**src/hw/rtl/cfc_pkg.sv**
```systemverilog
package cfc_pkg;

   // Default sizes, handed to the top level parameters
   localparam int NUM_VARS_DEF   = 8;
   localparam int NUM_STATES_DEF = 4;
   localparam int KEY_BITS_DEF   = 8;
   localparam int COUNT_BITS_DEF = 16;

   // Widest command fields over the parameter ranges
   localparam int VAR_MAX_BITS = 3;
   localparam int KEY_MAX_BITS = 12;

   // Command queue between front and back
   localparam int QUEUE_DEPTH = 4;

   typedef enum logic [1:0] {
      KIND_RECORD = 2'd0,
      KIND_READ   = 2'd1,
      KIND_CLEAR  = 2'd2,
      KIND_NONE   = 2'd3
   } kind_type;

   typedef enum logic [1:0] {
      ST_OK    = 2'd0,
      ST_RANGE = 2'd1,
      ST_KEY   = 2'd2
   } status_type;

   typedef enum logic [1:0] {
      REG_PARENT_MAP   = 2'd0,
      REG_RADIX        = 2'd1,
      REG_STATE_COUNTS = 2'd2
   } reg_index_type;

   typedef enum logic [1:0] {
      OP_INC    = 2'd0,
      OP_READ   = 2'd1,
      OP_CLEAR  = 2'd2,
      OP_REPORT = 2'd3
   } op_type;

   typedef struct packed {
      op_type                  op;
      logic [VAR_MAX_BITS-1:0] var_idx;
      logic [KEY_MAX_BITS-1:0] key;
      logic [1:0]              val;
      logic                    last;
      logic                    read_ok;
      status_type              status;
   } cmd_type;

endpackage

```
**src/hw/rtl/cfc_front.sv**
```systemverilog
module cfc_front #(
   parameter int NUM_VARS   = cfc_pkg::NUM_VARS_DEF,
   parameter int NUM_STATES = cfc_pkg::NUM_STATES_DEF,
   parameter int KEY_BITS   = cfc_pkg::KEY_BITS_DEF
) (
   input  logic             clock,
   input  logic             reset,
   input  logic             req_valid,
   output logic             req_stall,
   input  logic [1:0]       kind,
   input  logic [15:0]      record_values,
   input  logic [2:0]       read_variable,
   input  logic [7:0]       read_key,
   input  logic [63:0]      parent_map,
   input  logic [2:0]       radix,
   input  logic [15:0]      state_counts,
   input  logic             clearing,
   input  logic             q_full,
   output logic             q_push,
   output cfc_pkg::cmd_type q_cmd
);

   localparam int VAR_W = $clog2(NUM_VARS);
   localparam logic [VAR_W-1:0] LAST_VAR = VAR_W'(NUM_VARS - 1);
   localparam int PROD_W = KEY_BITS + 3;

   typedef enum logic [3:0] {
      F_IDLE = 4'b0001,
      F_KEYS = 4'b0010,
      F_PUSH = 4'b0100,
      F_ONE  = 4'b1000
   } fstate_type;

   fstate_type       state_ff, state_in;
   logic [15:0]      rec_ff, rec_in;
   logic [VAR_W-1:0] var_ff, var_in;
   cfc_pkg::cmd_type one_ff, one_in;
   logic [KEY_BITS-1:0] keys_ff [NUM_VARS];
   logic [KEY_BITS-1:0] keys_in [NUM_VARS];
   logic [KEY_BITS-1:0] keys_step [NUM_VARS];
   logic [NUM_VARS-1:0] big_ff, big_in, big_step;

   logic             range_err;
   logic [PROD_W-1:0] prod;

   // value of some variable above its state count, or not below NUM_STATES
   always_comb begin
      range_err = 1'b0;
      for (int v = 0; v < NUM_VARS; v++) begin
         if (record_values[2*v +: 2] > state_counts[2*v +: 2] ||
             {1'b0, record_values[2*v +: 2]} >= 3'(NUM_STATES)) begin
            range_err = 1'b1;
         end
      end
   end

   // one Horner step per cycle for every variable at once; var_ff walks the
   // parent index from the top down. big marks a key past the key space
   // (radix 0 drops everything above the lowest parent)
   always_comb begin
      prod = '0;
      for (int v = 0; v < NUM_VARS; v++) begin
         keys_step[v] = keys_ff[v];
         big_step[v]  = big_ff[v];
         if (parent_map[int'(var_ff)*8 + v]) begin
            prod = PROD_W'(keys_ff[v]) * PROD_W'(radix) +
                   PROD_W'(rec_ff[2*var_ff +: 2]);
            big_step[v]  = (big_ff[v] && radix != 3'd0) ||
                           (prod[PROD_W-1:KEY_BITS] != '0);
            keys_step[v] = prod[KEY_BITS-1:0];
         end
      end
   end

   always_comb begin
      state_in = state_ff;
      rec_in   = rec_ff;
      var_in   = var_ff;
      big_in   = big_ff;
      one_in   = one_ff;
      for (int v = 0; v < NUM_VARS; v++) begin
         keys_in[v] = keys_ff[v];
      end
      q_push   = 1'b0;
      q_cmd    = one_ff;
      unique case (state_ff)
         F_IDLE: begin
            if (req_valid && !clearing) begin
               one_in = cfc_pkg::cmd_type'(0);
               unique case (cfc_pkg::kind_type'(kind))
                  cfc_pkg::KIND_RECORD: begin
                     if (range_err) begin
                        one_in.op     = cfc_pkg::OP_REPORT;
                        one_in.status = cfc_pkg::ST_RANGE;
                        state_in      = F_ONE;
                     end else begin
                        rec_in   = record_values;
                        var_in   = LAST_VAR;
                        big_in   = '0;
                        for (int v = 0; v < NUM_VARS; v++) begin
                           keys_in[v] = '0;
                        end
                        state_in = F_KEYS;
                     end
                  end
                  cfc_pkg::KIND_READ: begin
                     one_in.op      = cfc_pkg::OP_READ;
                     one_in.var_idx = read_variable;
                     one_in.key     = cfc_pkg::KEY_MAX_BITS'(read_key);
                     one_in.read_ok = (32'(read_variable) < NUM_VARS) &&
                                      ((32'(read_key) >> KEY_BITS) == 0);
                     state_in       = F_ONE;
                  end
                  cfc_pkg::KIND_CLEAR: begin
                     one_in.op = cfc_pkg::OP_CLEAR;
                     state_in  = F_ONE;
                  end
                  cfc_pkg::KIND_NONE: begin
                     one_in.op     = cfc_pkg::OP_REPORT;
                     one_in.status = cfc_pkg::ST_OK;
                     state_in      = F_ONE;
                  end
                  default: ;
               endcase
            end
         end
         F_KEYS: begin
            big_in = big_step;
            for (int v = 0; v < NUM_VARS; v++) begin
               keys_in[v] = keys_step[v];
            end
            if (var_ff == '0) begin
               if (|big_step) begin
                  one_in        = cfc_pkg::cmd_type'(0);
                  one_in.op     = cfc_pkg::OP_REPORT;
                  one_in.status = cfc_pkg::ST_KEY;
                  state_in      = F_ONE;
               end else begin
                  state_in = F_PUSH;
               end
            end else begin
               var_in = var_ff - 1'b1;
            end
         end
         F_PUSH: begin
            q_cmd         = cfc_pkg::cmd_type'(0);
            q_cmd.op      = cfc_pkg::OP_INC;
            q_cmd.var_idx = cfc_pkg::VAR_MAX_BITS'(var_ff);
            q_cmd.key     = cfc_pkg::KEY_MAX_BITS'(keys_ff[var_ff]);
            q_cmd.val     = rec_ff[2*var_ff +: 2];
            q_cmd.last    = (var_ff == LAST_VAR);
            q_push        = !q_full;
            if (!q_full) begin
               if (var_ff == LAST_VAR) begin
                  state_in = F_IDLE;
               end else begin
                  var_in = var_ff + 1'b1;
               end
            end
         end
         F_ONE: begin
            q_push = !q_full;
            if (!q_full) begin
               state_in = F_IDLE;
            end
         end
         default: state_in = F_IDLE;
      endcase
   end

   assign req_stall = (state_ff != F_IDLE) || clearing;

   always_ff @(posedge clock) begin
      if (reset) begin
         state_ff <= F_IDLE;
      end else begin
         state_ff <= state_in;
      end
   end

   always_ff @(posedge clock) begin
      rec_ff <= rec_in;
      var_ff <= var_in;
      big_ff <= big_in;
      one_ff <= one_in;
      for (int v = 0; v < NUM_VARS; v++) begin
         keys_ff[v] <= keys_in[v];
      end
   end

endmodule

```
**config.mk**
```make
export PLATFORM = sky130hd
export DESIGN_NAME = cfc_front
export DESIGN_NICKNAME = d
export VERILOG_FILES = /design/src/hw/rtl/cfc_pkg.sv /design/src/hw/rtl/cfc_front.sv
export SDC_FILE = /design/constraint.sdc
export NUM_CORES = 1
export LEC_CHECK = 0
export BUFFER_PORTS_ARGS = -buffer_cell sky130_fd_sc_hd__buf_4
export CORE_MARGIN = 10
export CORE_UTILIZATION = 35
export DETAILED_ROUTE_END_ITERATION = 8
export GPL_TIMING_DRIVEN = 0
export PLACE_DENSITY_LB_ADDON = 0.3
export RECOVER_POWER = 50
export SKIP_LAST_GASP = 1
export SYNTH_ARGS = -nofsm -noshare
export SYNTH_HDL_FRONTEND = slang
export SYNTH_SLANG_ARGS = --single-unit
export TNS_END_PERCENT = 1
```
**constraint.sdc**
```tcl
create_clock -name clock -period 8.8 [get_ports clock]
set_clock_uncertainty 0.2 [all_clocks]
set_input_delay 1.76 -clock clock [delete_from_list [all_inputs] [get_ports clock]]
set_output_delay 1.76 -clock clock [all_outputs]
set_load 0.01 [all_outputs]
```
==> impl_results.md <==
- Nature of the critical path endpoint: register
- Seq/Total Area, Yosys: 26.66%
- Clock insertion delay at the later pin of the skew report: 0.44 ns
- Sw Share: 25.86%
- Hold Path Stages: 2
- Die width: 209.6 um
- Dpl hpwl: 30,010 um
- Count of different cell masters after synthesis: 74
- First-pass GRT wire length: 59,220 um
- Xor and xnor fraction of the mapped netlist area: 2.855%
- Num rows: 69
- Initial antenna violation count: 0
- Num CTS Buffers: 17
- Post-synthesis mux area share: 9.132%
- Synth warn: 0
- WS Path Type: primary input to register
- R2R cell count: 16
- Switching pwr: 0.4448 mW
- DRC viols: 0
- CTS Sinks: 114
- Fin crit share: 80.66%
- Initial DRT Pass Iterations: 5
- Simple-gate share of the synthesized area: 19.57%
- Gate Count Post-Synth: 1,250
- Longest Clk Path Bufs: 2
- # IOs: 142
- ANT cells: 0
- Synth top area cells: edfxtp_1, ha_1, and2_1
- Post-Route WL: 37,840 um
- Fill count: 3,444
- Nets: 1,767
- Post-CTS sizing: 0
- Part of the power in combinational logic: 16.3%
- Period minus WS final: 7.098 ns
- Post-synth EDFFs: 107
- Pin count of the biggest net entering global routing: 20
- Die Y-Extent: 209.6 um
- VDD IR-drop max: 120.1 uV
- Main synth FF type: edfxtp_1
- Critical path data required time: 8.66 ns
- Fin area: 14,760 sq um
- Full die area: 43,920 sq um
- Yosys reg bits: 114
- Post-DP Area: 14,200 sq um
- Port bufs: 137
- CP Max Fanout: 16
- Area leader, netlist: edfxtp_1
- Vias in the first global route: 10.62k
- FFs w/ async S/R, synth: 0%
- Highest-count cells in the layout ignoring fill and taps: ha_1, and2_1, buf_4
- Fmax: 140.9 MHz
- Final hold vios: 0
- Mean post-synth cell area: 10.06 sq um
- Final Max Tran Viols: 0
- CTS tree: done
- Max-Cap Viols: 0
- Vias: 9,988
- Clk slew on worst S/H paths: 0.06 ns
- Post-Synth Adder-Cell Area: 27.37%
- Gr ovfl total: 0
- Worst hold path type: register to register
- Share of layout cells above drive strength 1: 13.43%
- Area of the core: 35,480 sq um
- Status: complete, no violations
- Clock share of power: 46.4%
- Unrepaired setup endpoints after global routing: no
- Largest family of logic cells by synthesized area: adder cells
- Final GP Congestion: 0.8951
- Most common cell after layout, fill and taps aside: ha_1
- Slew @ Worst Pin: 1.108 ns
- Internal cell power: 1.276 mW
- TNS Setup: 0 ns
- Power Dens Cells: 116.5 nW/um^2
- Hold WS: 0.3053 ns
- Worst slew margin: 26.13%
- Finish-stage setup viols: 0
- Layout area overhead: 17.37%
- Synth Cell Area: 12,580 sq um
- Leakage: 7.032 nW
- Synth Area in Compound Gates: 9.898%
- Drt wl/cell: 20.09 um
- Via density: 5.304
- CP Launch Type: primary input
- Clk root buf: clkbuf_16
- CTS H-tree depth: 4
- WP data arrival: 6.95 ns
- Post-DRT Antenna Nets: 0
- Starting Density: 35.45%
- Yosys top cell area share: 25.54%
- Gr usage total: 17.28%
- Sequential Power Share: 37.3%
- DRT iter0 DRCs: 733
- Post-CTS setup buffers: 0
- CTS Hold Bufs: 0
-- worst paths after layout --
path | from | endpoint | slack [ns]
min reg2reg | state_ff[2] | state_ff[2] | 0.31
max | radix[0] | one_ff[2] | 1.70
max reg2reg | var_ff[1] | one_ff[2] | 1.83
min | state_ff[2] | state_ff[2] | 0.31
-- metal layers --
metal | GRT usage [%] | wire (um)
met1 | 21.45 | 16610
met2 | 27.81 | 17180
met3 | 4.751 | 2798
met4 | 6.971 | 1255
met5 | 0 | 0
-- per-stage QoR --
| stage | instances | setup WS, ns | util, % | power (mW) |
|---|---|---|---|---|
| after floorplan | 1253 | 2.321 | - | 0.7956 |
| after global placement | 1851 | 0.8929 | 40.00 | 0.9387 |
| after detailed placement | 1851 | 1.311 | 40.02 | 0.9435 |
| after CTS | 1883 | 1.760 | 41.86 | 1.739 |
| after global routing | 1883 | 1.403 | 41.61 | 1.782 |
| final | 1883 | 1.702 | 41.61 | 1.720 |
-- synth_stat cells (4+ instances only) --
master and count:
mux2_2 5, buf_4 4, o211ai_1 5, nor2b_1 15, xnor2_1 11, mux4_2 21
inv_1 80, a21oi_1 55, o2111ai_1 4, o21ai_0 41, fa_1 57, ha_1 184
buf_2 5, mux2i_1 14, mux4_1 15, a21o_1 12, xor2_1 30, clkbuf_1 35
o31ai_1 5, and2_1 194, buf_1 5, or3_1 4, nand3b_1 4, o21a_1 12
o21bai_1 4, nand2_1 82, dfxtp_1 7, nor3_1 19, nand3_1 9, nor2_1 102
a211oi_1 20, edfxtp_1 107, nand2b_1 18
-- final cells by class --
type	instances	area (sq um)	share of cell area [%]
Multi-Input combinational cell	1005	8673	58.75
Sequential cell	114	3353	22.71
Timing Repair Buffer	137	945.9	6.407
Tap cell	461	576.8	3.907
Clock buffer	22	474.2	3.212
Inverter	82	307.8	2.085
Buffer	52	252.7	1.712
Clock inverter	10	178.9	1.212
-- power by group through the flow --
stage / clock network, mW / registers [mW] / logic [mW]
floorplan: 0 / 0.649 / 0.147
global placement: 0 / 0.653 / 0.286
detailed placement: 0 / 0.652 / 0.291
CTS: 0.805 / 0.641 / 0.293
global route: 0.827 / 0.644 / 0.310
finish: 0.799 / 0.641 / 0.280
-- critical path, stage by stage --
cell and delay (ns):
buf_4 0.08, clkbuf_1 0.45, clkbuf_1 0.67, and2_0 0.22, ha_1 0.23, ha_1 0.29
ha_1 0.23, fa_1 0.45, a211oi_1 0.28, o21bai_1 0.14, or4_1 0.46, nand4_1 0.12
a21oi_1 0.06, o31ai_1 0.31, nor3_1 0.11, and4_1 0.28, a21oi_2 0.78
-- registers in the layout, summed over array words and instances, names as in the netlist, named ones only --
| signal | cells |
|---|---|
| state_ff | 4 |
| keys_ff | 64 |
| one_ff | 16 |
| var_ff | 3 |
| big_ff | 8 |
| rec_ff | 16 |
-- kinds of logic (layout without fill, tap and decap cells) --
| family | Yosys count | count (layout) |
|---|---|---|
| xor+xnor | 41 | 41 |
| buf+inv | 134 | 303 |
| other cells | 1 | 4 |
| mux | 61 | 61 |
| fa+ha+maj | 241 | 241 |
| flops | 114 | 114 |
| compound gates | 190 | 190 |
| simple gates | 468 | 468 |
Note: power is estimated with default switching activity, not from simulation.
