[config.mk]
export PLATFORM = sky130hd
export DESIGN_NAME = cfc_queue
export DESIGN_NICKNAME = d
export VERILOG_FILES = /design/src/hw/rtl/cfc_pkg.sv /design/src/hw/rtl/cfc_queue.sv
export SDC_FILE = /design/constraint.sdc
export NUM_CORES = 1
export LEC_CHECK = 0
export BUFFER_PORTS_ARGS = -buffer_cell sky130_fd_sc_hd__buf_2
export CAP_MARGIN = 20
export CORE_ASPECT_RATIO = 0.75
export CORE_MARGIN = 2
export CORE_UTILIZATION = 45
export CTS_BUF_LIST = sky130_fd_sc_hd__clkbuf_16
export DETAILED_ROUTE_END_ITERATION = 7
export GPL_ROUTABILITY_DRIVEN = 0
export HOLD_SLACK_MARGIN = 0.08
export PLACE_DENSITY_LB_ADDON = 0.1
export SLEW_MARGIN = 5
export SYNTH_ARGS = -nofsm -noshare
export SYNTH_HDL_FRONTEND = slang
export SYNTH_SLANG_ARGS = --single-unit
[constraint.sdc]
create_clock -name clock -period 3.3 [get_ports clock]
set_input_delay 0.33 -clock clock [delete_from_list [all_inputs] [get_ports clock]]
set_output_delay 0.33 -clock clock [all_outputs]
set_load 0.03 [all_outputs]
[src/hw/rtl/cfc_pkg.sv]
package cfc_pkg;

   // Default sizes, handed to the top level parameters
   localparam int NUM_VARS_DEF   = 8;
   localparam int NUM_STATES_DEF = 4;
   localparam int KEY_BITS_DEF   = 8;
   localparam int COUNT_BITS_DEF = 16;

   // Widest command fields over the parameter ranges
   localparam int VAR_MAX_BITS = 3;
   localparam int KEY_MAX_BITS = 12;

   // Command queue between front and back
   localparam int QUEUE_DEPTH = 4;

   typedef enum logic [1:0] {
      KIND_RECORD = 2'd0,
      KIND_READ   = 2'd1,
      KIND_CLEAR  = 2'd2,
      KIND_NONE   = 2'd3
   } kind_type;

   typedef enum logic [1:0] {
      ST_OK    = 2'd0,
      ST_RANGE = 2'd1,
      ST_KEY   = 2'd2
   } status_type;

   typedef enum logic [1:0] {
      REG_PARENT_MAP   = 2'd0,
      REG_RADIX        = 2'd1,
      REG_STATE_COUNTS = 2'd2
   } reg_index_type;

   typedef enum logic [1:0] {
      OP_INC    = 2'd0,
      OP_READ   = 2'd1,
      OP_CLEAR  = 2'd2,
      OP_REPORT = 2'd3
   } op_type;

   typedef struct packed {
      op_type                  op;
      logic [VAR_MAX_BITS-1:0] var_idx;
      logic [KEY_MAX_BITS-1:0] key;
      logic [1:0]              val;
      logic                    last;
      logic                    read_ok;
      status_type              status;
   } cmd_type;

endpackage

[src/hw/rtl/cfc_queue.sv]
module cfc_queue #(
   parameter int DEPTH = cfc_pkg::QUEUE_DEPTH
) (
   input  logic             clock,
   input  logic             reset,
   input  logic             push,
   input  cfc_pkg::cmd_type push_cmd,
   output logic             full,
   input  logic             pop,
   output cfc_pkg::cmd_type head,
   output logic             not_empty
);

   localparam int PTR_W = $clog2(DEPTH);
   localparam logic [PTR_W-1:0] LAST_SLOT = PTR_W'(DEPTH - 1);

   cfc_pkg::cmd_type slots_ff [DEPTH];
   logic [PTR_W-1:0] wr_ptr_ff, wr_ptr_in;
   logic [PTR_W-1:0] rd_ptr_ff, rd_ptr_in;
   logic [PTR_W:0]   count_ff, count_in;

   assign full      = (count_ff == (PTR_W+1)'(DEPTH));
   assign not_empty = (count_ff != '0);
   assign head      = slots_ff[rd_ptr_ff];

   always_comb begin
      wr_ptr_in = wr_ptr_ff;
      rd_ptr_in = rd_ptr_ff;
      count_in  = count_ff;
      if (push) begin
         wr_ptr_in = (wr_ptr_ff == LAST_SLOT) ? '0 : wr_ptr_ff + 1'b1;
      end
      if (pop) begin
         rd_ptr_in = (rd_ptr_ff == LAST_SLOT) ? '0 : rd_ptr_ff + 1'b1;
      end
      if (push && !pop) begin
         count_in = count_ff + 1'b1;
      end else if (pop && !push) begin
         count_in = count_ff - 1'b1;
      end
   end

   always_ff @(posedge clock) begin
      if (reset) begin
         wr_ptr_ff <= '0;
         rd_ptr_ff <= '0;
         count_ff  <= '0;
      end else begin
         wr_ptr_ff <= wr_ptr_in;
         rd_ptr_ff <= rd_ptr_in;
         count_ff  <= count_in;
      end
   end

   always_ff @(posedge clock) begin
      if (push) begin
         slots_ff[wr_ptr_ff] <= push_cmd;
      end
   end

endmodule

==> impl_metrics.ini, run 1 <==
[global_routing]
grt-ovfl-total = 0
met1_usage_pct = 18.4
grt_use_met2_pct = 24.9
antenna_found_initial = 0
grt_max_degree = 24
grt_pass1_wl_um = 9970
busiest_layer = met2
grt_pass1_vias = 1907
grt_util_met3_pct = 5.70
grt_use_total_pct = 15.2

[outcome]
status = completed

[route]
vias = 1733
drt_iter0_markers = 77
vias_per_cell = 5.16
drc = 0
wl_um = 6320
drtAntennaViolNets = 0
wire_per_inst_um = 18.8
first_pass_iters = 4

[pwr]
power_switching_share_pct = 24.8
p_per_area_nw_per_um2 = 630
combPwrFrac_pct = 10.9
p_seq_share_pct = 53.5
power.leakage_nw = 1.56
power.share.clock_pct = 35.7
peakVddDrop_v = 0.000301
switchingPower_uw = 695
p_int_mw = 2.11

[sta]
tns_ns = 0
fmax_ghz = 0.422
slew_violations = 0
finalCritPeriodShare_pct = 71.8
finalSetupViolations = 0
hold_viol = 0
tightest_slew_ns = 0.875
clock_skew_ns = 0.00313
slew-limit-headroom_pct = 41.6
period_needed_ns = 2.37
rsz0062_at_grt = false

[clock_tree]
numClockSinks = 101
cts_buffers = 9
cts_resized = 0
path_clk_slew_ns = 0.07
cts_setup_buffers = 0
root_buffer = clkbuf_16
cts.htree.levels = 3
insertion_delay_ns = 0.34
clockBufferDepth = 2
cts_tree = built
hold_buffers = 0

[placement]
numPortBuffers = 51
dp_cells = 320
hpwl_um = 3950

[critical_path]
slowest_delay_ns = 0.89
slowest_stage = dfxtp_1
critPathLaunchType = flip-flop
cp_cell_sequence = buf_4, mux4_2, buf_2
required_ns = 2.97
critical_path_class = flip-flop to output port
end_kind = output port
crit_family = flip-flops
critPathArrivalTime_ns = 2.04
crit_buf_inv = 2
critPathMaxFanout = 18

[die]
die_w_um = 110
die-height_um = 83.5
die_area_um2 = 9190
core_area_um2 = 8020
fp-row-count = 28
initial_core_util_pct = 47.3
io_pins = 52

[logic_synthesis]
syn_area_um2 = 3790
syn_area_per_cell_um2 = 23.1
ys_seq_elements = 101
synth_edf_count = 92
yosys_most_used_dff = edfxtp_1
synth_cell_types = 18
synth_nets = 198
synth_cells = 164
yosys_warnings = 0
synth_async_sr_flop_share_pct = 0
yosysSeqAreaShare_pct = 77.5

[worst_hold_path]
min_path_type = primary input to flip-flop

[run]
cap_violations = 0

[final_layout]
fin_nets = 260
diodes = 0
area_growth_pct = 17.3
fill_cells = 616
regArea_um2 = 2940
multiInputGateArea_um2 = 776
layout-drive-gt1-share_pct = 40.3
final_cells = 336
==> cell families (layout without fill, tap and decap cells) <==
| family | after synthesis | after routing | synth area share (%) |
|---|---|---|---|
| AOI/OAI and AO/OA | 3 | 3 | 0.396 |
| xor gates and xnor gates | 2 | 2 | 0.462 |
| adders and majority gates | 7 | 7 | 2.51 |
| buffers and inverters | 9 | 76 | 2.01 |
| DFF | 101 | 101 | 77.5 |
| muxes | 27 | 27 | 15.0 |
| and+or+nand+nor | 15 | 15 | 2.08 |
==> synth_stat cells (all sizes together) (2+ instances only) <==
library cell	count	area, µm²
edfxtp	92	2760
mux4	23	529
dfxtp	9	180
nor2	7	26.3
ha	6	75.1
buf	5	61.3
and2	4	25.0
inv	4	15.0
mux2i	4	40.0
a21oi	2	10.0
nor3b	2	15.0
or3	2	12.5
xor2	2	17.5
==> worst register-to-register path: stages, from the launching register on <==
cell	delay, ns
dfxtp_1	0.35
fa_1	0.44
xor2_1	0.17
or3_1	0.31
a21oi_1	0.14
==> flip-flops by register name, summed over array words and instances, names as in the netlist, named ones only <==
signal	count
slots_ff	92
count_ff	3
wr_ptr_ff	2
rd_ptr_ff	2
==> path summary, 6_finish.rpt <==
check / start / end / slack, ns / cells past startpoint
max: flip-flop / head[1] / 0.93 / 3
max reg2reg: count_ff[0]$_SDFFE_PP0P_ / count_ff[2]$_SDFFE_PP0P_ / 1.83 / 4
min reg2reg: count_ff[2]$_SDFFE_PP0P_ / count_ff[2]$_SDFFE_PP0P_ / 0.52 / 2
min: push_cmd[22] / slots_ff[0][22]$_DFFE_PP_ / 0.21 / 1
==> area by class of cell <==
| cell class | instances | area share, % |
|---|---|---|
| Inverter | 4 | 0.337 |
| Clock buffer | 9 | 5.06 |
| Clock inverter | 7 | 1.55 |
| Tap cell | 105 | 2.95 |
| Sequential cell | 101 | 66.1 |
| Timing Repair Buffer | 56 | 6.57 |
| Multi-Input combinational cell | 54 | 17.4 |
==> power groups by stage <==
stage / clock network, mW / logic [mW] / registers [mW]
finish: 1.00 / 0.305 / 1.50
global route: 1.09 / 0.328 / 1.51
CTS: 1.04 / 0.312 / 1.50
detailed placement: 0 / 0.310 / 1.53
global placement: 0 / 0.298 / 1.53
floorplan: 0 / 0.232 / 1.51
==> per-stage QoR <==
stage               cell area, µm²  hold WS (ns)  total power [mW]  util (%)  setup slack [ns]
global placement              4160         0.472              1.82      51.8              1.22
floorplan                     3790         0.399              1.74         -              1.71
global route                  4450         0.188              2.93      55.5             0.735
detailed placement            4160         0.498              1.84      51.8              1.19
finish                        4450         0.207              2.80      55.5             0.930
CTS                           4450         0.194              2.85      55.5             0.834
==> routing by layer <==
layer / vias up / share of wire, % / wire length (µm)
li1: 797 / - / -
met1: 895 / 43 / 2700
met2: 32 / 51 / 3230
met3: 9 / 5.0 / 314
met4: 0 / 1.1 / 69
met5: - / 0 / 0
==> placed cells by master (no fill, tap or decap) <==
cell type,count
edfxtp_1,92
mux4_2,20
dfxtp_1,8
ha_1,6
fa_1,1
mux2i_1,4
dfxtp_2,1
a21oi_1,2
buf_4,5
and2_1,4
o21ai_0,1
inv_1,4
buf_2,51
clkinv_8,1
mux4_1,3
inv_8,1
inv_6,2
clkinv_4,1
xor2_1,2
clkinvlp_4,2
clkbuf_16,9
nor2_1,7
or3_1,2
nor3b_1,2
No activity file was read; power rests on OpenSTA's default activity.
==> run 2, diff against run 1 <==
- ABC_AREA: unset -> 1
- clock period: 3.3 -> 2.4 ns (I/O delays scaled with it)
==> run 2 against run 1 <==
Die area increased by 2.5%. Clock power grew 46%. Wire length rose by 19%. Utilization is 1.2 points lower. Sequential cell count unchanged. Largest power group unchanged. Sequential power is 36% higher. Clock skew up 0.0022 ns. Total power increased by 43%. Critical path depth grew 1.
==> impl_metrics.ini, run 2 <==
[final_layout]
area_growth_pct = 17.5
largest_reg_flops = 92
regMostFlops = slots_ff
layout_commonest_cell = edfxtp_1
post-route-util_pct = 54.3
reg_top3 = slots_ff (92), count_ff (3)
layout-drive-gt1-share_pct = 22.4
final_cell_mix = edfxtp_1 (92), nor2_1 (55), buf_2 (51)
fin_nets = 372
diodes = 0

[worst_hold_path]
min_path_type = primary input to flip-flop
hold_path_depth = 1
min_to = slots_ff[3][10]$_DFFE_PP_
hp-start = push_cmd[10]

[logic_synthesis]
synth_nets = 316
synth_area_leader_cell = edfxtp_1
yosys.area.top_type_share_pct = 71.0
synth_cell_types = 21
yosys_most_used_dff = edfxtp_1
ys_seq_elements = 101
synth_edf_count = 92
synth.area.top_cells = edfxtp_1 (71%), nor2_1 (5.3%), dfxtp_1 (4.6%)
syn_area_um2 = 3890
yosys_warnings = 0
yosysSeqAreaShare_pct = 75.6
syn_area_per_cell_um2 = 13.8
synth_async_sr_flop_share_pct = 0
yosysMostFrequentCell = edfxtp_1
synth_cells = 282
synthTopCellsByCount = edfxtp_1 (92), nor2_1 (55), o21ai_0 (30)

[sta]
hold_viol = 0
finalCritPeriodShare_pct = 83.9
slew-limit-headroom_pct = 65.3
slew_violations = 0
finalSetupViolations = 0
fmax_ghz = 0.497
tightest_slew_ns = 0.520
period_needed_ns = 2.01
clock_skew_ns = 0.00534
rsz0062_at_grt = false
tns_ns = 0

[route]
vias = 2355
drt_iter0_markers = 195
drtAntennaViolNets = 0
wl_um = 7540
drc = 0
first_pass_iters = 7
vias_per_cell = 5.22
wire_per_inst_um = 16.7

[run]
cap_violations = 0

[global_routing]
met1_usage_pct = 22.8
grt_pass1_vias = 2276
grt_use_total_pct = 16.5
grt_util_met3_pct = 4.98
grt_pass1_wl_um = 11800
grt_max_degree = 47
grt-ovfl-total = 0
grt_use_met2_pct = 25.9
antenna_found_initial = 0
busiest_layer = met2

[clock_tree]
path_clk_slew_ns = 0.07
cts_buffers = 9
clockBufferDepth = 2
insertion_delay_ns = 0.33
cts_resized = 0
hold_buffers = 0
cts.htree.levels = 3
cts_setup_buffers = 0
cts_tree = built
numClockSinks = 101
root_buffer = clkbuf_16

[critical_path]
critPathArrivalTime_ns = 1.77
critPathMaxFanout = 18
reg2reg_to = slots_ff[3][21]$_DFFE_PP_
required_ns = 2.16
critical_path_class = flip-flop to output port
end_kind = output port
reg2reg_setup_slack_ns = 0.84
regToRegStartpoint = wr_ptr_ff[0]$_SDFFE_PP0P_
ff2ff_path_depth = 4
critPathLaunchType = flip-flop

[die]
io_pins = 52
die_w_um = 111
die-height_um = 84.5
initial_core_util_pct = 46.2
die_area_um2 = 9420
core_area_um2 = 8420
fp-row-count = 29

[pwr]
p_per_area_nw_per_um2 = 874
peakVddDrop_v = 0.000470
power.leakage_nw = 1.70

[placement]
numPortBuffers = 51
hpwl_um = 4490

[outcome]
status = completed
==> run 2: final cells by class <==
class	instances	area (µm²)
fill	716	3840
sequential	101	2940
multi-input combinational	152	774
timing repair buffer	58	345
clock buffer	9	225
tap	108	135
clock inverter	7	81.3
inverter	16	67.6
==> run 2: report_power, final <==
part	internal (mW)	total (mW)	switching, mW
clock network	0.825	1.46	0.635
logic	0.148	0.497	0.349
registers	2.00	2.04	0.0374
total	2.98	4.00	1.02
==> run 2: logic make-up (layout without fill, tap and decap cells) <==
logic type	after synthesis	count (layout)	share of synthesized area (%)
flip-flops	101	101	75.6
buffers and inverters	29	90	4.50
adder cells (fa/ha/maj)	7	7	2.44
AND/OR/NAND/NOR	69	69	6.85
XOR/XNOR	1	1	0.225
AO/OA/AOI/OAI	75	75	10.4
==> run 2: worst max path at each step <==
| stage | cells past startpoint | from | end |
|---|---|---|---|
| after CTS | 4 | flip-flop | head[15] |
| after detailed placement | 4 | flip-flop | head[8] |
| after global placement | 4 | flip-flop | head[8] |
| after global routing | 4 | flip-flop | head[15] |
| after floorplan | 3 | wr_ptr_ff[0]$_SDFFE_PP0P_ | slots_ff[3][0]$_DFFE_PP_ |
| final | 4 | flip-flop | head[8] |
==> run 2: per-stage QoR <==
| stage | instance area, µm² | hold slack (ns) | power [mW] | instances | worst slack (ns) |
|---|---|---|---|---|---|
| floorplan | 3890 | 0.312 | 2.41 | 282 | 0.971 |
| finish | 4570 | 0.119 | 4.00 | 451 | 0.387 |
| global route | 4570 | 0.109 | 4.15 | 451 | 0.251 |
| CTS | 4570 | 0.112 | 4.03 | 451 | 0.386 |
| global placement | 4270 | 0.458 | 2.57 | 435 | 0.757 |
| detailed placement | 4270 | 0.461 | 2.58 | 435 | 0.756 |
==> run 2: layer usage <==
layer	part of all wire [%]	vias up
li1	-	1146
met5	0	-
met1	48	1132
met3	5.4	7
met2	45	70
met4	0.93	0
==> run 2: critical path, stage by stage, from the launching register on <==
cell	delay, ns
dfxtp_2	0.59
buf_4	0.29
o21ai_0	0.12
o22ai_1	0.20
buf_2	0.23
